## config.mk

```make
export PLATFORM = sky130hd
export DESIGN_NAME = bitmap_intersect_support_count_unit
export DESIGN_NICKNAME = d
export VERILOG_FILES = /design/src/sv/bisc_pkg.sv /design/src/sv/bisc_join_count.sv /design/src/sv/bitmap_intersect_support_count_unit.sv
export SDC_FILE = /design/constraint.sdc
export NUM_CORES = 1
export LEC_CHECK = 0
export ABC_AREA = 1
export ABC_CLOCK_PERIOD_IN_PS = 7700
export BUFFER_PORTS_ARGS = -buffer_cell sky130_fd_sc_hd__buf_2
export CAP_MARGIN = 20
export CORE_ASPECT_RATIO = 0.8
export CORE_MARGIN = 1
export CORE_UTILIZATION = 30
export DETAILED_ROUTE_END_ITERATION = 8
export GPL_ROUTABILITY_DRIVEN = 0
export GPL_TIMING_DRIVEN = 0
export HOLD_SLACK_MARGIN = 0.05
export SKIP_CTS_REPAIR_TIMING = 1
export SLEW_MARGIN = 20
export SYNTH_ARGS = -nofsm -noshare
export SYNTH_HDL_FRONTEND = slang
export SYNTH_SLANG_ARGS = --single-unit
```

## constraint.sdc

```tcl
create_clock -name aclk -period 7.7 [get_ports aclk]
set_clock_uncertainty 0.15 [all_clocks]
set_input_delay 1.155 -clock aclk [delete_from_list [all_inputs] [get_ports aclk]]
set_output_delay 1.155 -clock aclk [all_outputs]
set_load 0.01 [all_outputs]
```

## src/sv/bisc_pkg.sv

```systemverilog
// Package for the bitmap intersect support count unit.
// Field widths, the support saturation limit, the result struct and the
// byte population count. No dependencies.
package bisc_pkg;

    localparam int unsigned WORD_W           = 32;
    localparam int unsigned SUPPORT_W        = 21;
    localparam int unsigned MAX_TRANSACTIONS = 1048576;
    localparam int unsigned SUPPORT_MASK     = (1 << SUPPORT_W) - 1;

    // Saturation limit: MAX_TRANSACTIONS, or all ones when it does not fit
    localparam int unsigned SUPPORT_CAP_INT  =
        (MAX_TRANSACTIONS > SUPPORT_MASK) ? SUPPORT_MASK : MAX_TRANSACTIONS;

    localparam int unsigned BYTE_CNT_W = 4;   // 0..8
    localparam int unsigned WORD_CNT_W = 6;   // 0..32
    localparam int unsigned SUM_W      = SUPPORT_W + 1;

    localparam logic [SUPPORT_W-1:0] SUPPORT_CAP = SUPPORT_CAP_INT[SUPPORT_W-1:0];

    localparam int unsigned S_TDATA_W = 64;   // word_a, word_b
    localparam int unsigned M_TDATA_W = 56;   // joined_word, support_total, pad

    typedef struct packed {
        logic [WORD_W-1:0]    joined_word;
        logic [SUPPORT_W-1:0] support_total;
        logic                 frequent;
    } join_result_t;

    function automatic logic [BYTE_CNT_W-1:0] byte_ones(input logic [7:0] b);
        logic [BYTE_CNT_W-1:0] n;
        n = '0;
        for (int i = 0; i < 8; i++) begin
            n = n + {{(BYTE_CNT_W-1){1'b0}}, b[i]};
        end
        return n;
    endfunction

endpackage

```

## src/sv/bisc_join_count.sv

```systemverilog
// Combinational join and count: AND of two bitmap words, population count,
// saturating add onto the running support and the minimum-support compare.
// Depends on bisc_pkg.
module bisc_join_count (
    input  logic [bisc_pkg::WORD_W-1:0]    word_a,
    input  logic [bisc_pkg::WORD_W-1:0]    word_b,
    input  logic                           last_word,
    input  logic [bisc_pkg::SUPPORT_W-1:0] support_accum,
    input  logic [bisc_pkg::SUPPORT_W-1:0] min_support,
    output bisc_pkg::join_result_t         result
);
    import bisc_pkg::*;

    logic [WORD_W-1:0]     joined;
    logic [WORD_CNT_W-1:0] word_ones;
    logic [SUM_W-1:0]      sum;
    logic [SUPPORT_W-1:0]  sum_sat;

    always_comb begin
        joined    = word_a & word_b;
        // Count each byte, then add the four byte counts
        word_ones = {2'b00, byte_ones(joined[7:0])}
                  + {2'b00, byte_ones(joined[15:8])}
                  + {2'b00, byte_ones(joined[23:16])}
                  + {2'b00, byte_ones(joined[31:24])};
        sum       = {1'b0, support_accum}
                  + {{(SUM_W-WORD_CNT_W){1'b0}}, word_ones};
        // Clamp at the saturation limit
        if (sum > {1'b0, SUPPORT_CAP}) begin
            sum_sat = SUPPORT_CAP;
        end else begin
            sum_sat = sum[SUPPORT_W-1:0];
        end
        result.joined_word   = joined;
        result.support_total = sum_sat;
        result.frequent      = last_word && (sum_sat >= min_support);
    end

endmodule

```

## src/sv/bitmap_intersect_support_count_unit.sv

```systemverilog
// Top level of the bitmap intersect support count unit.
// Holds the input register, the running support count and the result register.
// Depends on bisc_pkg and bisc_join_count.
//
// Each input beat carries one 32-bit word from each of two transaction bitmaps
// (word_a in s_tdata[31:0], word_b in s_tdata[63:32]) and s_tlast marks the final
// word pair. Every beat gives exactly one result beat: the AND of the two words,
// the running support count including this word (saturating at
// MAX_TRANSACTIONS), tlast copied from the input, and on the final beat a
// frequent flag in m_tuser that is set when the total is at least min_support.
// The count clears after the final beat. An accepted beat is held in the input
// register, then its result in the result register; the unit accepts one beat
// every cycle while m_tready does not stall the result register, as the popcount
// and accumulate between the two registers are combinational. Write min_support
// through cfg_wr_en/cfg_wr_data only while no beat is in flight.
module bitmap_intersect_support_count_unit (
    input  logic                                aclk,
    input  logic                                aresetn,
    // configuration: min_support
    input  logic                                cfg_wr_en,
    input  logic [bisc_pkg::SUPPORT_W-1:0]      cfg_wr_data,
    // input stream
    input  logic                                s_tvalid,
    output logic                                s_tready,
    input  logic [bisc_pkg::S_TDATA_W-1:0]      s_tdata,   // [31:0] word_a, [63:32] word_b
    input  logic                                s_tlast,   // last_word
    // result stream
    output logic                                m_tvalid,
    input  logic                                m_tready,
    output logic [bisc_pkg::M_TDATA_W-1:0]      m_tdata,   // [31:0] joined_word,
                                                           // [52:32] support_total, [55:53] zero
    output logic                                m_tlast,   // is_final
    output logic                                m_tuser    // frequent
);
    import bisc_pkg::*;

    // Input register stage
    logic                 in_valid_reg, in_valid_next;
    logic [WORD_W-1:0]    in_word_a_reg, in_word_b_reg;
    logic                 in_last_reg;

    // Result register stage
    logic                 out_valid_reg, out_valid_next;
    logic [WORD_W-1:0]    out_joined_reg;
    logic [SUPPORT_W-1:0] out_total_reg;
    logic                 out_last_reg;
    logic                 out_freq_reg;

    // Running count and configuration
    logic [SUPPORT_W-1:0] support_accum_reg, support_accum_next;
    logic [SUPPORT_W-1:0] min_support_reg;

    logic                 s_accept;
    logic                 advance;
    join_result_t         result;

    // Advance the input stage when the result register is free or draining
    assign advance  = in_valid_reg && (!out_valid_reg || m_tready);
    assign s_tready = !in_valid_reg || advance;
    assign s_accept = s_tvalid && s_tready;

    bisc_join_count u_join_count (
        .word_a        (in_word_a_reg),
        .word_b        (in_word_b_reg),
        .last_word     (in_last_reg),
        .support_accum (support_accum_reg),
        .min_support   (min_support_reg),
        .result        (result)
    );

    always_comb begin
        in_valid_next      = s_accept || (in_valid_reg && !advance);
        out_valid_next     = advance || (out_valid_reg && !m_tready);
        support_accum_next = support_accum_reg;
        if (advance) begin
            // Clear the count after the final word pair
            support_accum_next = in_last_reg ? '0 : result.support_total;
        end
    end

    // Control state
    always_ff @(posedge aclk) begin
        if (!aresetn) begin
            in_valid_reg      <= 1'b0;
            out_valid_reg     <= 1'b0;
            support_accum_reg <= '0;
            min_support_reg   <= '0;
        end else begin
            in_valid_reg      <= in_valid_next;
            out_valid_reg     <= out_valid_next;
            support_accum_reg <= support_accum_next;
            if (cfg_wr_en) begin
                min_support_reg <= cfg_wr_data;
            end
        end
    end

    // Payload: capture on accept, hold otherwise
    always_ff @(posedge aclk) begin
        if (s_accept) begin
            in_word_a_reg <= s_tdata[WORD_W-1:0];
            in_word_b_reg <= s_tdata[2*WORD_W-1:WORD_W];
            in_last_reg   <= s_tlast;
        end
        if (advance) begin
            out_joined_reg <= result.joined_word;
            out_total_reg  <= result.support_total;
            out_last_reg   <= in_last_reg;
            out_freq_reg   <= result.frequent;
        end
    end

    assign m_tvalid = out_valid_reg;
    assign m_tdata  = {{(M_TDATA_W-WORD_W-SUPPORT_W){1'b0}}, out_total_reg, out_joined_reg};
    assign m_tlast  = out_last_reg;
    assign m_tuser  = out_freq_reg;

endmodule
```

# Yosys cells after proc, flatten, opt, wreduce, memory -nomap -nowiden
# Index checks and enable logic that the tools add are counted.
# totals
ff_bits	164
latchBits	0
mem_bits_rw	0
mem_bits_ro	0
output_inout_bits	60
wordCells	61
memories	0
# op_classes
add_sub_neg	32
n_mul	0
n_div	0
magnitude_cmp	2
n_eq_ne	0
shift	0
muxes	2
bitwise	1
reduce_logical	13
# op_table
cell	count
adder 4 x 1 -> 4 bit	24
2-to-1 mux 21 bit	2
bitwise AND 32 bit	1
adder 21 x 6 -> 22 bit	1
> comparator 22 x 21 -> 1 bit, second input constant	1
greater-or-equal comparator 21 bit	1
adder 6 x 4 -> 6 bit	2
adder 1 x 1 -> 2 bit	4
adder 4 x 4 -> 5 bit	1
logical AND 1 bit	5
zero test 1 bit	4
logical OR 1 bit	4

# Longest topological paths before layout
# Gate-level depths: netlist (run 1).
# logic_depth
depth_word	16
ltp_mapped	48

# Cells and area by module
# From an unflattened synthesis (run 1), not the netlist that was laid out.
# unflattened
hier_cells	819
area_unflattened_um2	8126.5
# modules_own_cells
module	n_inst	cells_each	area_each_um2
bitmap_intersect_support_count_unit	1	370	5353.9
bisc_join_count	1	449	2772.7

# Worst setup path after synthesis (run 1)
# Ideal clock, no wire load.
# synth_timing
path_kind	flip-flop to flip-flop
from	reg in_word_a_reg[9]
to	reg out_freq_reg, in the netlist m_tuser (data pin)
setup_ps	250
arrival_time_ps	7128
t_required_ps	7300
path_slack_ps	173
path_stages_with_launch	42
synth_period_minus_slack_ps	7527
path_cell_list	edfxtp_1 nand2_1 inv_1 ha_1 fa_1 fa_1 fa_1 inv_1 fa_1 inv_1 fa_1 inv_1 fa_1 inv_1 ha_1 fa_1 xor2_1 ha_1 (+6 left out) nand3_2 o21bai_4 inv_2 buf_6 nor2_1 ha_1 nand2_1 inv_1 nand3_1 o221ai_1 a21oi_1 o21ai_0 nand2_1 nand2_1 nand2_1 nand3_1 nand2_1 inv_1
# synth_lines
item	line_no	text
start: declaration	bitmap_intersect_support_count_unit.sv:39	logic [WORD_W-1:0] in_word_a_reg, in_word_b_reg;
start signal: assignment	bitmap_intersect_support_count_unit.sv:101	in_word_a_reg <= s_tdata[WORD_W-1:0];
end signal: assignment	bitmap_intersect_support_count_unit.sv:109	out_freq_reg <= result.frequent;
end: declaration	bitmap_intersect_support_count_unit.sv:47	logic out_freq_reg;

==> results of run 1 <==
## final timing paths
path | to | cells past startpoint | startpoint | slack, ns
setup / recovery | m_tuser | 40 | in_word_a_reg[0] | -0.22
hold / removal | min_support_reg[17] | 2 | min_support_reg[17] | 0.32
setup reg to reg | m_tuser | 40 | in_word_a_reg[0] | -0.22
hold reg to reg | min_support_reg[17] | 2 | min_support_reg[17] | 0.32
## final cells by class
cell class,count,area (um^2)
plain buffers,18,111
clock buffers,18,439
clock inverters,14,138
fillers,2588,15900
inverters,145,554
multi-input cells,485,3550
flip-flops and latches,164,4480
well taps,357,447
repair buffers,167,936
## cells by family (layout without fill, tap and decap cells)
group,Yosys count,count (layout),synth area share (%)
and+or+nand+nor,304,304,16.4
DFF,164,164,54.9
buffers and inverters,164,362,7.99
AOI/OAI and AO/OA,94,94,6.21
adders and majority gates,71,71,13.0
xor gates and xnor gates,13,13,1.39
other,1,3,0.0459
## stage by stage
stage	setup TNS (ns)	setup WS, ns	power (uW)	utilization [%]
final	-0.220	-0.220	3580	40.2
after floorplan	0	0.173	1900	-
after global placement	-0.853	-0.853	2200	35.3
after CTS	-0.954	-0.954	3090	37.6
after global routing	-0.563	-0.563	3820	40.2
after detailed placement	-0.934	-0.934	2230	35.5
## routing by layer
metal | up-vias | wire length [um] | global-route usage (%)
li1 | 3011 | - | -
met1 | 2766 | 8670 | 17.9
met2 | 143 | 8220 | 19.5
met3 | 16 | 1090 | 3.75
met4 | 0 | 248 | 4.71
met5 | - | 0 | 0
## power breakdown
group,total [uW],switching (uW),internal (uW)
clock network,850,385,464
logic,1660,940,723
registers,1060,21.1,1040
total,3580,1350,2230
## worst max-delay path, delay by kind of cell, from the launching register on
family / cells / cell delay [ns]
fa+ha+maj: 11 / 4.13
simple gates: 14 / 1.34
flops: 1 / 0.36
buf+inv: 8 / 0.60
xor+xnor: 1 / 0.18
compound gates: 6 / 0.92
## cells in the mapped netlist (9+ instances only)
cell type	count	area, um^2
a21oi_1	59	295
clkbuf_1	11	41.3
dfxtp_1	44	881
edfxtp_1	120	3600
fa_1	23	460
ha_1	48	601
inv_1	144	541
nand2_1	170	638
nand3_1	49	245
nand3_2	9	90.1
nor2_1	48	180
o21ai_0	25	125
==> flow_summary.yaml, run 1 <==
status:
  outcome: "finished, violations left"
  violations: "setup timing"
place:
  placed_cell_area_um2: 9410
  placed_cells: 1319
  hpwl_um: 13700
  port_buffers: 147
setup_path:
  criticalPathCategory: "reg -> reg"
  cpMostUsedCell: "nand2_1"
  required_ns: 7.74
  worst_path_max_delay_cell: "fa_2"
  slowest_delay_ns: 0.54
  startpoint_type: "flip-flop"
  path_max_fanout: 6
  crit_arrival_ns: 7.96
  end_kind: "flip-flop"
grt:
  antenna_found_initial: 0
  grt_pass1_vias: 5611
  grt.total_usage_pct: 13.0
  gr-total-overflow: 0
  grt_first_pass_wirelength_um: 28100
  grt_max_degree: 61
routing:
  first_iter_violations: 318
  via_per_inst: 4.34
  wl_per_cell_um: 13.3
  drt_wl_total_um: 18200
  drc: 0
  vias: 5936
  postRouteAntennaNets: 0
  drt_first_pass_iters: 5
clock_tree:
  path_clk_slew_ns: 0.07
  clk_latency_ns: 0.43
  cts.root.buffer_cell: "clkbuf_16"
  h-tree-depth: 4
  cts_buffers: 17
  cts_tree: "yes"
  cts_sinks: 164
  clockBufferDepth: 2
timing:
  layout_setup_ws_ns: -0.220
  fmax_ghz: 0.126
  setup_viol: 1
  worstMarginPinSlew_ns: 0.570
  hold_ws_ns: 0.315
  finalHoldViolations: 0
  rsz0062_at_grt: "yes"
  slew_viol_final: 0
  fin_crit_ns: 7.92
  fin_crit_sh_pct: 103
  slew_headroom_pct: 62.0
logic_synthesis:
  syn_area_per_cell_um2: 10.1
  synth-seq-cells: 164
  netlist_area_um2: 8160
  syn_inst: 811
  synth_edf_count: 120
  ys_types: 37
  async_flop_share_pct: 0
  yosysWarnings: 0
  synthFlopType: "edfxtp_1"
  yosysSeqAreaShare_pct: 54.9
cells_and_area:
  stdcell_area_um2: 10700
  drive_gt1_share_pct: 32.7
  stdcell_count: 1368
  mostFrequentLayoutCells: "148 x buf_2, 146 x nand2_1, 129 x inv_1, 120 x edfxtp_1, 52 x a21oi_1"
  nets: 1160
  area_growth_syn_to_layout_pct: 30.6
  final_common_cell: "buf_2"
  antennaDiodeCount: 0
hold_path:
  hp-class: "reg -> reg"
pwr:
  p_leak_uw: 0.00481
  ir_drop_mv: 0.254
  power_density_nw_per_um2: 335
job:
  cap_viol_max_count: 0
floorplan:
  die_area_um2: 27900
  die_w_um: 186
  start_util_pct: 30.8
  die_h_um: 150
  io_pins: 151
  rows: 53
  fp.coreArea_um2: 26500
No activity file was read; power rests on OpenSTA's default activity.
==> run 2, diff against run 1 <==
--- a/config.mk
+++ b/config.mk
@@ -16,6 +16,7 @@
 export GPL_ROUTABILITY_DRIVEN = 0
 export GPL_TIMING_DRIVEN = 0
 export HOLD_SLACK_MARGIN = 0.05
+export REMOVE_ABC_BUFFERS = 1
 export SKIP_CTS_REPAIR_TIMING = 1
 export SLEW_MARGIN = 20
 export SYNTH_ARGS = -nofsm -noshare
==> flow_summary.yaml, run 2 (synthesis gave the netlist of run 1 again) <==
status:
  outcome: "finished, violations left"
  violations: "setup timing"
setup_path:
  required_ns: 7.75
  path_max_fanout: 18
  crit_arrival_ns: 8.12
  slowest_delay_ns: 0.57
  ff2ff_setup_slack_ns: -0.37
  end_kind: "flip-flop"
  r2r_cells: 36
  r2r-start: "in_word_a_reg[1]"
  r2r-end: "m_tuser"
  criticalPathCategory: "reg -> reg"
  startpoint_type: "flip-flop"
  worst_path_max_delay_cell: "fa_1"
routing:
  drt_wl_total_um: 18700
  first_iter_violations: 338
  postRouteAntennaNets: 0
  drc: 0
  vias: 5942
  wl_per_cell_um: 13.8
  via_per_inst: 4.39
  drt_first_pass_iters: 5
cells_and_area:
  antennaDiodeCount: 0
  nets: 1147
  area_growth_syn_to_layout_pct: 30.5
  fin_util_pct: 40.2
  final_common_cell: "buf_2"
  stdcell_count: 1355
  mostFrequentLayoutCells: "147 x buf_2, 143 x nand2_1, 130 x inv_1, 120 x edfxtp_1, 52 x a21oi_1"
  fill_cells: 2603
  drive_gt1_share_pct: 33.1
hold_path:
  hp-class: "reg -> reg"
  min_from: "min_support_reg[10]"
  min_to: "min_support_reg[10]"
  hold_path_depth: 2
timing:
  fmax_ghz: 0.124
  worstMarginPinSlew_ns: 1.00
  finalHoldViolations: 0
  slew_headroom_pct: 32.9
  fin_crit_ns: 8.07
  setup_viol: 1
  hold_ws_ns: 0.315
  tns_ns: -0.374
  rsz0062_at_grt: "yes"
  layout_setup_ws_ns: -0.374
  fin_crit_sh_pct: 105
  slew_viol_final: 0
grt:
  antenna_found_initial: 0
  grt_pass1_vias: 5595
  grt.total_usage_pct: 13.4
  gr-total-overflow: 0
  grtUsageMet2_pct: 19.6
  grt_first_pass_wirelength_um: 29000
  grt_use_met1_pct: 18.7
  grt_max_degree: 57
  use_met3_pct: 4.32
  busiest_layer: "met2"
floorplan:
  die_area_um2: 27900
  start_util_pct: 30.8
  io_pins: 151
  die_w_um: 186
  rows: 53
  fp.coreArea_um2: 26500
  die_h_um: 150
pwr:
  p_leak_uw: 0.00478
  power_density_nw_per_um2: 344
  ir_drop_mv: 0.243
clock_tree:
  clk_latency_ns: 0.44
  path_clk_slew_ns: 0.08
  h-tree-depth: 4
  cts_sinks: 164
  cts_tree: "yes"
  cts_buffers: 17
  cts.root.buffer_cell: "clkbuf_16"
  clockBufferDepth: 2
place:
  hpwl_um: 13600
  port_buffers: 147
  placed_cells: 1301
job:
  cap_viol_max_count: 0
==> run 2: how the worst max path moves through the flow <==
stage,end,startpoint,cells after the start
final,m_tuser,in_word_a_reg[1],36
after detailed placement,m_tuser,in_word_a_reg[8],38
after global placement,m_tuser,in_word_a_reg[8],38
after CTS,m_tuser,in_word_a_reg[8],42
after floorplan,m_tuser,in_word_a_reg[9],38
after global routing,m_tuser,in_word_b_reg[1],45
==> run 2: report_power, final <==
part | internal, uW | total, uW | switching, uW | leakage (uW)
Combinational | 758 | 1730 | 973 | 0.00298
Clock | 470 | 866 | 396 | 0.000298
Sequential | 1040 | 1060 | 22.8 | 0.00151
==> run 2: stage by stage <==
stage / total power (uW) / area, um^2 / setup WS (ns)
floorplan: 1890 / 8060 / -0.0658
global placement: 2220 / 9250 / -1.69
detailed placement: 2240 / 9320 / -1.77
CTS: 3130 / 9920 / -1.79
global route: 3920 / 10700 / -0.650
finish: 3660 / 10700 / -0.374
==> run 2: worst max-delay path, delay by kind of cell (launching register included) <==
kind | cells | cell delay [ns]
adders and majority gates | 11 | 4.23
buffers and inverters | 8 | 0.52
xor gates and xnor gates | 2 | 0.33
AOI/OAI and AO/OA | 4 | 0.88
and+or+nand+nor | 11 | 1.27
DFF | 1 | 0.37
==> run 2: layout make-up <==
| type | count | area, um^2 | area share, % |
|---|---|---|---|
| well taps | 357 | 447 | 4.19 |
| clock buffers | 20 | 479 | 4.50 |
| repair buffers | 171 | 968 | 9.09 |
| inverters | 145 | 566 | 5.31 |
| flip-flops and latches | 164 | 4480 | 42.1 |
| multi-input cells | 486 | 3590 | 33.7 |
| clock inverters | 12 | 123 | 1.15 |
==> run 2: metal layers <==
layer | share of wire (%) | wire [um]
met5 | 0 | 0
met4 | 1.3 | 245
met3 | 5.7 | 1060
met2 | 44 | 8240
met1 | 49 | 9170
